--- config.mk ---
export PLATFORM = sky130hd
export DESIGN_NAME = square_wave_divider_search_core
export DESIGN_NICKNAME = d
export VERILOG_FILES = /design/src/hw/rtl/swds_pkg.sv /design/src/hw/rtl/square_wave_divider_search_core.sv
export SDC_FILE = /design/constraint.sdc
export NUM_CORES = 2
export LEC_CHECK = 0
export BUFFER_PORTS_ARGS = -buffer_cell sky130_fd_sc_hd__buf_2
export CAP_MARGIN = 20
export CORE_AREA = 10 10 408 251
export DETAILED_ROUTE_END_ITERATION = 7
export DIE_AREA = 0 0 418 261
export PLACE_DENSITY = 0.66
export SYNTH_ARGS = -nofsm -noshare
export SYNTH_HDL_FRONTEND = slang
export SYNTH_SLANG_ARGS = --single-unit
--- constraint.sdc ---
create_clock -name clk -period 17.67 [get_ports clk]
set_input_delay 0.8835 -clock clk [delete_from_list [all_inputs] [get_ports clk]]
set_output_delay 0.8835 -clock clk [all_outputs]
set_load 0.01 [all_outputs]
--- src/hw/rtl/swds_pkg.sv ---
`timescale 1ns / 1ps
// constants and field widths for the square-wave divider search core
// no dependencies

package swds_pkg;

    localparam int HZ_W     = 25;
    localparam int BASE_W   = 26;
    localparam int SEL_W    = 2;
    localparam int OUT_W    = 9;
    localparam int ACH_W    = 33;
    localparam int ACH_FRAC = 8;

    // shared multiplier: wide operand by narrow operand
    localparam int MUL_A_W  = 36;
    localparam int MUL_B_W  = 10;
    localparam int PW       = MUL_A_W + MUL_B_W;

    // square root search span and final division
    localparam int SQ_W     = 10;
    localparam int DV_W     = 17;
    localparam int DEN_W    = DV_W + 1;
    localparam int NUM_W    = 34;
    localparam int CNT_W    = 6;

    localparam int BASE_SHIFT = 17;

    localparam logic [BASE_W-1:0] BASE_48M = 26'd48000000;
    localparam logic [BASE_W-1:0] BASE_12M = 26'd12000000;
    localparam logic [BASE_W-1:0] BASE_4M  = 26'd4000000;
    localparam logic [BASE_W-1:0] BASE_1M  = 26'd1000000;

    localparam logic [HZ_W-1:0] THR_48M = HZ_W'(BASE_48M >> BASE_SHIFT);
    localparam logic [HZ_W-1:0] THR_12M = HZ_W'(BASE_12M >> BASE_SHIFT);
    localparam logic [HZ_W-1:0] THR_4M  = HZ_W'(BASE_4M >> BASE_SHIFT);

    localparam logic [HZ_W-1:0] HZ_CEIL  = 25'd24000000;
    localparam logic [HZ_W-1:0] HZ_FLOOR = 25'd8;

    localparam logic [SEL_W-1:0] SEL_1M  = 2'd0;
    localparam logic [SEL_W-1:0] SEL_4M  = 2'd1;
    localparam logic [SEL_W-1:0] SEL_12M = 2'd2;
    localparam logic [SEL_W-1:0] SEL_48M = 2'd3;

    typedef logic [SQ_W:0] sq_span_t;
    localparam sq_span_t SQ_SPAN = sq_span_t'(1) << SQ_W;

endpackage

--- src/hw/rtl/square_wave_divider_search_core.sv ---
`timescale 1ns / 1ps
// square-wave divider search: picks clock base, divisor and timer value
// depends on swds_pkg

// One request beat is taken at a time; req_stall stays high until the result
// has been moved into the output register. All multiplications run through one
// shared 36x10 multiplier with a registered product, stepped by a sequencer
// through the lower divisor bound, the square root bound, a value search for
// each divisor tried, and the closing bit-serial division of the achieved
// frequency. Requests below 8 Hz skip the search. A finished result waits in
// the output register while the next request is worked on.
module square_wave_divider_search_core
    import swds_pkg::*;
#(
    parameter int MAX_FACTOR = 256
)(
    input  logic               clk,
    input  logic               rst_n,
    input  logic               req_valid,
    output logic               req_stall,
    input  logic [HZ_W-1:0]    requested_hz,
    output logic               res_valid,
    input  logic               res_stall,
    output logic [SEL_W-1:0]   base_select,
    output logic [OUT_W-1:0]   divisor,
    output logic [OUT_W-1:0]   timer_value,
    output logic [ACH_W-1:0]   achieved_hz
);

    localparam int QW    = $clog2(MAX_FACTOR) + 1;
    localparam int BIT_W = $clog2(QW);

    localparam logic [QW-1:0]      MF_Q    = QW'(MAX_FACTOR);
    localparam logic [MUL_B_W-1:0] MF_B    = MUL_B_W'(MAX_FACTOR);
    localparam logic [SQ_W:0]      MF_SQ   = (SQ_W+1)'(MAX_FACTOR);
    localparam logic [BIT_W-1:0]   BIT_TOP = BIT_W'(QW - 1);
    localparam logic [CNT_W-1:0]   CNT_TOP = CNT_W'(NUM_W - 1);

    localparam logic [4:0] S_IDLE    = 5'd0;
    localparam logic [4:0] S_LOD_MUL = 5'd1;
    localparam logic [4:0] S_LOD_CAP = 5'd2;
    localparam logic [4:0] S_LOQ_MUL = 5'd3;
    localparam logic [4:0] S_LOQ_CMP = 5'd4;
    localparam logic [4:0] S_SQ_MUL1 = 5'd5;
    localparam logic [4:0] S_SQ_MUL2 = 5'd6;
    localparam logic [4:0] S_SQ_CMP  = 5'd7;
    localparam logic [4:0] S_D_START = 5'd8;
    localparam logic [4:0] S_TD_MUL  = 5'd9;
    localparam logic [4:0] S_TD_CAP  = 5'd10;
    localparam logic [4:0] S_BS_MUL  = 5'd11;
    localparam logic [4:0] S_BS_CMP  = 5'd12;
    localparam logic [4:0] S_EH_MUL  = 5'd13;
    localparam logic [4:0] S_EH_CMP  = 5'd14;
    localparam logic [4:0] S_EL_MUL  = 5'd15;
    localparam logic [4:0] S_EL_CMP  = 5'd16;
    localparam logic [4:0] S_FD_MUL  = 5'd17;
    localparam logic [4:0] S_FD_CAP  = 5'd18;
    localparam logic [4:0] S_FD_DIV  = 5'd19;
    localparam logic [4:0] S_RESULT  = 5'd20;

    // control
    logic [4:0]         state_reg, state_next;
    logic               res_valid_reg, res_valid_next;

    // datapath
    logic [BASE_W-1:0]  twohz_reg, twohz_next;
    logic [BASE_W-1:0]  base_reg, base_next;
    logic [SEL_W-1:0]   sel_reg, sel_next;
    logic [OUT_W-1:0]   best_d_reg, best_d_next;
    logic [OUT_W-1:0]   best_v_reg, best_v_next;
    logic [PW-1:0]      best_err_reg, best_err_next;
    logic [MUL_A_W-1:0] div_reg, div_next;
    logic [QW-1:0]      q_reg, q_next;
    logic [BIT_W-1:0]   bit_reg, bit_next;
    logic [SQ_W-1:0]    sq_lo_reg, sq_lo_next;
    logic [SQ_W:0]      sq_hi_reg, sq_hi_next;
    logic [QW-1:0]      d_reg, d_next;
    logic [QW-1:0]      d_hi_reg, d_hi_next;
    logic [MUL_A_W-1:0] td_reg, td_next;
    logic [QW-1:0]      lo_reg, lo_next;
    logic [QW-1:0]      hi_reg, hi_next;
    logic [NUM_W-1:0]   num_reg, num_next;
    logic [DEN_W-1:0]   rem_reg, rem_next;
    logic [DEN_W-1:0]   den_reg, den_next;
    logic [CNT_W-1:0]   cnt_reg, cnt_next;
    logic [PW-1:0]      prod_reg;
    logic [SEL_W-1:0]   out_sel_reg, out_sel_next;
    logic [OUT_W-1:0]   out_d_reg, out_d_next;
    logic [OUT_W-1:0]   out_v_reg, out_v_next;
    logic [ACH_W-1:0]   out_ach_reg, out_ach_next;

    // combinational
    logic [MUL_A_W-1:0] mul_a;
    logic [MUL_B_W-1:0] mul_b;
    logic [HZ_W-1:0]    hz_c;
    logic [BASE_W-1:0]  twohz_c;
    logic [BASE_W-1:0]  base_c;
    logic [SEL_W-1:0]   sel_c;
    logic [QW-1:0]      loq_trial;
    logic [SQ_W-1:0]    sq_mid;
    logic [QW-1:0]      bs_mid;
    logic [SQ_W:0]      d_hi_wide;
    logic [QW-1:0]      d_hi_c;
    logic [PW-1:0]      base_ext;
    logic               p_lt;
    logic               p_gt;
    logic [PW-1:0]      p_err;
    logic [PW-1:0]      err_new;
    logic [DEN_W:0]     div_t;
    logic               div_ge;
    logic               res_take;
    logic               out_free;

    assign req_stall   = (state_reg != S_IDLE);
    assign res_valid   = res_valid_reg;
    assign base_select = out_sel_reg;
    assign divisor     = out_d_reg;
    assign timer_value = out_v_reg;
    assign achieved_hz = out_ach_reg;

    always_comb
    begin
        // request clamp and clock base choice
        priority if (requested_hz == '0)
            hz_c = HZ_W'(1);
        else if (requested_hz > HZ_CEIL)
            hz_c = HZ_CEIL;
        else
            hz_c = requested_hz;

        priority if (hz_c > THR_48M)
        begin
            base_c = BASE_48M;
            sel_c  = SEL_48M;
        end
        else if (hz_c > THR_12M)
        begin
            base_c = BASE_12M;
            sel_c  = SEL_12M;
        end
        else if (hz_c > THR_4M)
        begin
            base_c = BASE_4M;
            sel_c  = SEL_4M;
        end
        else
        begin
            base_c = BASE_1M;
            sel_c  = SEL_1M;
        end
        twohz_c = {hz_c, 1'b0};

        loq_trial = q_reg | (QW'(1) << bit_reg);
        sq_mid    = SQ_W'(({1'b0, sq_lo_reg} + sq_hi_reg) >> 1);
        bs_mid    = QW'(({1'b0, lo_reg} + {1'b0, hi_reg}) >> 1);

        d_hi_wide = {1'b0, sq_lo_reg} + (SQ_W+1)'(1);
        d_hi_c    = (d_hi_wide > MF_SQ) ? MF_Q : QW'(d_hi_wide);

        base_ext = PW'(base_reg);
        p_lt     = (prod_reg < base_ext);
        p_gt     = (prod_reg > base_ext);
        p_err    = p_gt ? (prod_reg - base_ext) : (base_ext - prod_reg);

        div_t  = {rem_reg, num_reg[NUM_W-1]};
        div_ge = (div_t >= {1'b0, den_reg});

        res_take = res_valid_reg && !res_stall;
        out_free = !res_valid_reg || !res_stall;

        // shared multiplier operand select
        unique case (state_reg)
            S_LOD_MUL:
            begin
                mul_a = MUL_A_W'(twohz_reg);
                mul_b = MF_B;
            end
            S_LOQ_MUL:
            begin
                mul_a = div_reg;
                mul_b = MUL_B_W'(loq_trial);
            end
            S_SQ_MUL1:
            begin
                mul_a = MUL_A_W'(twohz_reg);
                mul_b = MUL_B_W'(sq_mid);
            end
            S_SQ_MUL2:
            begin
                mul_a = prod_reg[MUL_A_W-1:0];
                mul_b = MUL_B_W'(sq_mid);
            end
            S_TD_MUL:
            begin
                mul_a = MUL_A_W'(twohz_reg);
                mul_b = MUL_B_W'(d_reg);
            end
            S_BS_MUL:
            begin
                mul_a = td_reg;
                mul_b = MUL_B_W'(bs_mid);
            end
            S_EH_MUL:
            begin
                mul_a = td_reg;
                mul_b = MUL_B_W'(hi_reg);
            end
            S_EL_MUL:
            begin
                mul_a = td_reg;
                mul_b = MUL_B_W'(lo_reg);
            end
            S_FD_MUL:
            begin
                mul_a = MUL_A_W'(best_d_reg);
                mul_b = MUL_B_W'(best_v_reg);
            end
            default:
            begin
                mul_a = '0;
                mul_b = '0;
            end
        endcase

        state_next     = state_reg;
        res_valid_next = res_valid_reg && !res_take;
        twohz_next     = twohz_reg;
        base_next      = base_reg;
        sel_next       = sel_reg;
        best_d_next    = best_d_reg;
        best_v_next    = best_v_reg;
        best_err_next  = best_err_reg;
        div_next       = div_reg;
        q_next         = q_reg;
        bit_next       = bit_reg;
        sq_lo_next     = sq_lo_reg;
        sq_hi_next     = sq_hi_reg;
        d_next         = d_reg;
        d_hi_next      = d_hi_reg;
        td_next        = td_reg;
        lo_next        = lo_reg;
        hi_next        = hi_reg;
        num_next       = num_reg;
        rem_next       = rem_reg;
        den_next       = den_reg;
        cnt_next       = cnt_reg;
        out_sel_next   = out_sel_reg;
        out_d_next     = out_d_reg;
        out_v_next     = out_v_reg;
        out_ach_next   = out_ach_reg;
        err_new        = best_err_reg;

        unique case (state_reg)
            S_IDLE:
            begin
                if (req_valid)
                begin
                    twohz_next    = twohz_c;
                    base_next     = base_c;
                    sel_next      = sel_c;
                    best_d_next   = OUT_W'(1);
                    best_v_next   = OUT_W'(1);
                    best_err_next = (twohz_c > base_c) ? PW'(twohz_c - base_c)
                                                       : PW'(base_c - twohz_c);
                    state_next    = (hz_c < HZ_FLOOR) ? S_FD_MUL : S_LOD_MUL;
                end
            end
            S_LOD_MUL:
                state_next = S_LOD_CAP;
            S_LOD_CAP:
            begin
                // lower divisor bound found bit by bit, saturating above the range
                div_next   = prod_reg[MUL_A_W-1:0];
                q_next     = '0;
                bit_next   = BIT_TOP;
                sq_lo_next = '0;
                sq_hi_next = SQ_SPAN;
                state_next = S_LOQ_MUL;
            end
            S_LOQ_MUL:
                state_next = S_LOQ_CMP;
            S_LOQ_CMP:
            begin
                if (!p_gt)
                    q_next = loq_trial;
                if (bit_reg == '0)
                    state_next = S_SQ_MUL1;
                else
                begin
                    bit_next   = bit_reg - BIT_W'(1);
                    state_next = S_LOQ_MUL;
                end
            end
            S_SQ_MUL1:
                state_next = S_SQ_MUL2;
            S_SQ_MUL2:
                state_next = S_SQ_CMP;
            S_SQ_CMP:
            begin
                if (!p_gt)
                    sq_lo_next = sq_mid;
                else
                    sq_hi_next = {1'b0, sq_mid};
                if ((sq_hi_next - {1'b0, sq_lo_next}) > (SQ_W+1)'(1))
                    state_next = S_SQ_MUL1;
                else
                    state_next = S_D_START;
            end
            S_D_START:
            begin
                d_hi_next = d_hi_c;
                d_next    = q_reg;
                if (q_reg > d_hi_c)
                    state_next = S_FD_MUL;
                else
                    state_next = S_TD_MUL;
            end
            S_TD_MUL:
                state_next = S_TD_CAP;
            S_TD_CAP:
            begin
                td_next    = prod_reg[MUL_A_W-1:0];
                lo_next    = QW'(1);
                hi_next    = MF_Q;
                state_next = S_BS_MUL;
            end
            S_BS_MUL:
                state_next = S_BS_CMP;
            S_BS_CMP:
            begin
                if (!p_lt && !p_gt)
                begin
                    // exact hit ends the whole search
                    if (best_err_reg != '0)
                    begin
                        best_d_next   = OUT_W'(d_reg);
                        best_v_next   = OUT_W'(bs_mid);
                        best_err_next = '0;
                    end
                    state_next = S_FD_MUL;
                end
                else
                begin
                    if (p_lt)
                        lo_next = bs_mid;
                    else
                        hi_next = bs_mid;
                    if ((hi_next - lo_next) > QW'(1))
                        state_next = S_BS_MUL;
                    else
                        state_next = S_EH_MUL;
                end
            end
            S_EH_MUL:
                state_next = S_EH_CMP;
            S_EH_CMP:
            begin
                if (p_err < best_err_reg)
                begin
                    best_d_next   = OUT_W'(d_reg);
                    best_v_next   = OUT_W'(hi_reg);
                    best_err_next = p_err;
                end
                state_next = S_EL_MUL;
            end
            S_EL_MUL:
                state_next = S_EL_CMP;
            S_EL_CMP:
            begin
                if (p_err < best_err_reg)
                begin
                    best_d_next   = OUT_W'(d_reg);
                    best_v_next   = OUT_W'(lo_reg);
                    best_err_next = p_err;
                    err_new       = p_err;
                end
                if ((err_new == '0) || (d_reg >= d_hi_reg))
                    state_next = S_FD_MUL;
                else
                begin
                    d_next     = d_reg + QW'(1);
                    state_next = S_TD_MUL;
                end
            end
            S_FD_MUL:
                state_next = S_FD_CAP;
            S_FD_CAP:
            begin
                // (base*256 + dv) / (2*dv), rounds half up
                den_next   = {prod_reg[DV_W-1:0], 1'b0};
                num_next   = (NUM_W'(base_reg) << ACH_FRAC) + NUM_W'(prod_reg[DV_W-1:0]);
                rem_next   = '0;
                cnt_next   = CNT_TOP;
                state_next = S_FD_DIV;
            end
            S_FD_DIV:
            begin
                rem_next = div_ge ? DEN_W'(div_t - {1'b0, den_reg}) : DEN_W'(div_t);
                num_next = {num_reg[NUM_W-2:0], div_ge};
                if (cnt_reg == '0)
                    state_next = S_RESULT;
                else
                    cnt_next = cnt_reg - CNT_W'(1);
            end
            S_RESULT:
            begin
                if (out_free)
                begin
                    out_sel_next   = sel_reg;
                    out_d_next     = best_d_reg;
                    out_v_next     = best_v_reg;
                    out_ach_next   = num_reg[ACH_W-1:0];
                    res_valid_next = 1'b1;
                    state_next     = S_IDLE;
                end
            end
            default:
                state_next = S_IDLE;
        endcase
    end

    always_ff @(posedge clk or negedge rst_n)
    begin
        if (!rst_n)
        begin
            state_reg     <= S_IDLE;
            res_valid_reg <= 1'b0;
        end
        else
        begin
            state_reg     <= state_next;
            res_valid_reg <= res_valid_next;
        end
    end

    always_ff @(posedge clk)
    begin
        prod_reg     <= mul_a * mul_b;
        twohz_reg    <= twohz_next;
        base_reg     <= base_next;
        sel_reg      <= sel_next;
        best_d_reg   <= best_d_next;
        best_v_reg   <= best_v_next;
        best_err_reg <= best_err_next;
        div_reg      <= div_next;
        q_reg        <= q_next;
        bit_reg      <= bit_next;
        sq_lo_reg    <= sq_lo_next;
        sq_hi_reg    <= sq_hi_next;
        d_reg        <= d_next;
        d_hi_reg     <= d_hi_next;
        td_reg       <= td_next;
        lo_reg       <= lo_next;
        hi_reg       <= hi_next;
        num_reg      <= num_next;
        rem_reg      <= rem_next;
        den_reg      <= den_next;
        cnt_reg      <= cnt_next;
        out_sel_reg  <= out_sel_next;
        out_d_reg    <= out_d_next;
        out_v_reg    <= out_v_next;
        out_ach_reg  <= out_ach_next;
    end

    // an accepted request keeps the input side closed on the next cycle
    a_busy_after_accept: assert property (@(posedge clk) disable iff (!rst_n)
        req_valid && !req_stall |=> req_stall)
        else $error("input not stalled after request beat");

    // value search bounds never cross
    a_search_order: assert property (@(posedge clk) disable iff (!rst_n)
        (state_reg == S_BS_CMP) |-> (lo_reg < hi_reg))
        else $error("value search bounds crossed");

    // chosen pair stays inside the factor range
    a_pair_range: assert property (@(posedge clk) disable iff (!rst_n)
        res_valid |-> (divisor != '0) && (timer_value != '0) &&
                      (divisor <= OUT_W'(MAX_FACTOR)) && (timer_value <= OUT_W'(MAX_FACTOR)))
        else $error("result pair outside factor range");

    // achieved frequency can never be zero
    a_ach_nonzero: assert property (@(posedge clk) disable iff (!rst_n)
        res_valid |-> (achieved_hz != '0))
        else $error("achieved frequency is zero");

endmodule

==> impl_results.md <==
- Outcome: complete, no violations
- Initial core utilization: 0.396
- Layout cell share with drive strength beyond 1: 0.0703
- Power Density: 191 mW/mm^2
- Max-Cap Viols: 0
- Worst slew margin: 0.139
- Final setup skew: 0.0503 ns
- Largest net degree at the start of global routing: 61
- Post_cts resized: 0
- GR Util All Layers: 0.232
- Async S/R FF share, synth: 0.0142
- Antenna Nets Post-Route: 0
- Synth unique cells: 89
- First drt pass iteration count: 7
- Syn_area_per_cell: between 9 and 10 um^2
- Arrival time of the worst setup path: 10.37 ns
- Most common cell in the netlist: inv_1
- Yosys top cell by area: edfxtp_1
- Final setup TNS: 0 ns
- Post-CTS setup buffers: 0
- GRT Residual Overflow: 0
- Vias: 31600
- Final setup vio count: 0
- Largest family of logic cells by synthesized area: adder cells
- RSZ-0062 raised after global routing: no
- Clock slew at reported path FFs: 0.08 ns
- Syn Nets: 4708
- Total CTS buffers: 40
- DP Area: 0.0398 mm^2
- VDD IR max: ~120 uV
- Post-route cell area: just over 0.04 mm^2
- Share of the synthesized area in the top cell type: 0.296
- Worst-margin pin slew: 1.29 ns
- Clk_lat worst skew: 0.62 ns
- Fmax achieved: 0.0987 GHz
- Pleak: between 0.015 and 0.02 uW
- Adder-cell share of the synthesized area: 0.238
- Clock sinks: 423
- Register area share after synthesis: 0.324
- Core region area: 0.0951 mm^2
- Final Hold Viols: 0
- CTS tree: built
- Nets: 4759
- Area Growth Syn to Fin: 9.54%
- Req. time, crit path: 17.91 ns
- Die Wd: 418 um
- DR vias/cell: 5.77
- WHS: roughly 0.080 ns
- Crit path launch type: flop
- Tcrit/Tclk final: 0.573
- Vias in the first global route: 29500
- Post-synthesis mux area share: 0.0159
- Final wirelength: 129000 um
- Global-route wire length before repair: 194000 um
- GPL Wtd Cong: 1.01
- Crit. End Element: flop
- IO Pins: between 80 and 90
- CTS max path bufs: 3
- CTS Root Cell: clkbuf_16
- #FFs+latches synth: between 400 and 500
- Synth Area in Compound Gates: 0.155
- CP Class: reg -> reg
- H-Tree Depth: 2
- Die Ht: 261 um
- Pre-CTS setup slack: 7.55 ns
- Max-slew violations: 0
- Syn Inst Count: 4127
- EDFF count, synth: 371
- Hpwl dp: 104000 um
- Final worst slack: 7.54 ns
- Post-synth top cells: inv_1 (575), nor2_1 (469), nand2_1 (463)
- Critical-path maximum fanout: 51
- Wire per inst: 23.5 um
- Min-delay worst type: in -> async
- Synth Area in XOR/XNOR: 0.0358
- Synth area leaders: edfxtp_1 (30%), fa_1 (15%), ha_1 (9.2%)
- Primary FF master, synth: edfxtp_1
- Initial drt markers: 4867
- Synthesized cell area: approximately 0.038 mm^2
- Tmin final: 10.13 ns
- Initial antenna violation count: 8
- I/O Buffers: 83
- Die area: 0.109 mm^2
- YS warnings: 0
- Rows: 88
- Post-Synth Simple-Gate Area: 0.159
- Filler cell count: approximately 9200
- CTS Hold Bufs: 0
- DRC viols: 0
==> metrics by stage <==
stage	total power (uW)	util	std cells
floorplan	5110	-	4127
global placement	6740	0.419	5392
detailed placement	6780	0.419	5392
CTS	7770	0.434	5466
global route	8590	0.434	5470
finish	7890	0.434	5472
==> worst max-delay path: stages, from the launching register on <==
cell,delay (ns)
dfxtp_1,0.30
buf_4,0.19
inv_1,0.43
ha_1,0.64
or4b_1,0.84
nor4_1,0.54
nand4_1,0.41
o21ai_4,0.21
buf_4,0.53
mux2i_1,0.29
xor2_1,0.54
ha_1,0.37
a21oi_1,0.15
o21ai_0,0.11
a221o_1,0.34
o21ai_0,0.17
o211a_1,0.17
and2_2,0.43
buf_4,0.52
nand3_1,0.18
or4_1,0.50
a221o_1,0.36
o31ai_2,0.94
o21bai_1,0.52
==> power breakdown <==
group / leakage [uW] / internal, uW / total (uW) / switching [uW]
clock network: 0.000679 / 520 / 950 / 430
registers: 0.00391 / 1310 / 1470 / 161
logic: 0.0134 / 1840 / 5470 / 3630
total: 0.0180 / 3670 / 7890 / 4220
==> metal layers <==
metal	up-vias	part of all wire	track usage
met5	-	0.0015	0
met4	4	0.014	0.0329
met3	120	0.16	0.103
met2	1910	0.36	0.290
met1	15300	0.46	0.361
li1	14200	-	-
==> cell type report <==
| cell class | instances | area (um^2) | area share |
|---|---|---|---|
| multi-input combinational | 2976 | 22900 | 0.555 |
| sequential | 423 | 12200 | 0.296 |
| inverter | 576 | 2160 | 0.0524 |
| tap | 1260 | 1580 | 0.0382 |
| clock buffer | 47 | 1040 | 0.0252 |
| timing repair buffer | 161 | 1020 | 0.0246 |
| clock inverter | 27 | 363 | 0.00879 |
| antenna | 2 | 5.00 | 0.000121 |
==> kinds of logic after synthesis <==
group / count (synthesis)
adder cells (fa/ha/maj): 552
multiplexers: 59
flip-flops: 423
AO/OA/AOI/OAI: 876
AND/OR/NAND/NOR: 1335
XOR/XNOR: 154
buffers and inverters: 728
==> final timing paths <==
kind / from / endpoint / slack (ns) / cells after the start
worst max-delay path: prod_reg[1]$_DFF_P_ / d_reg[7]$_DFFE_PP_ / 7.54 / 23
max in group asynchronous: rst_n / state_reg[1]$_DFFE_PN0P_ / 17.41 / 1
worst min register to register: sel_reg[1]$_SDFFCE_PP1P_ / base_select[1]$_DFFE_PP_ / 0.42 / 0
min in group clk: sel_reg[1]$_SDFFCE_PP1P_ / base_select[1]$_DFFE_PP_ / 0.42 / 0
worst min-delay path: rst_n / state_reg[3]$_DFFE_PN0P_ / 0.08 / 1
worst max register to register: prod_reg[1]$_DFF_P_ / d_reg[7]$_DFFE_PP_ / 7.54 / 23
==> cell usage in the layout, fill, tap and decap left out, types with 40 or more instances in the layout <==
| master | instances |
|---|---|
| mux2i_1 | 52 |
| nand2b_1 | 42 |
| edfxtp_1 | 371 |
| fa_1 | 275 |
| nor2_1 | 464 |
| nand3_1 | 61 |
| nand2_1 | 463 |
| buf_4 | 74 |
| buf_2 | 83 |
| inv_1 | 575 |
| xor2_1 | 54 |
| and2_1 | 41 |
| o21ai_0 | 175 |
| clkbuf_16 | 40 |
| a21o_1 | 85 |
| a21oi_1 | 233 |
| xnor2_1 | 100 |
| nor3_1 | 54 |
| dfxtp_1 | 46 |
| ha_1 | 277 |
Note: power is estimated with default switching activity, not from simulation.
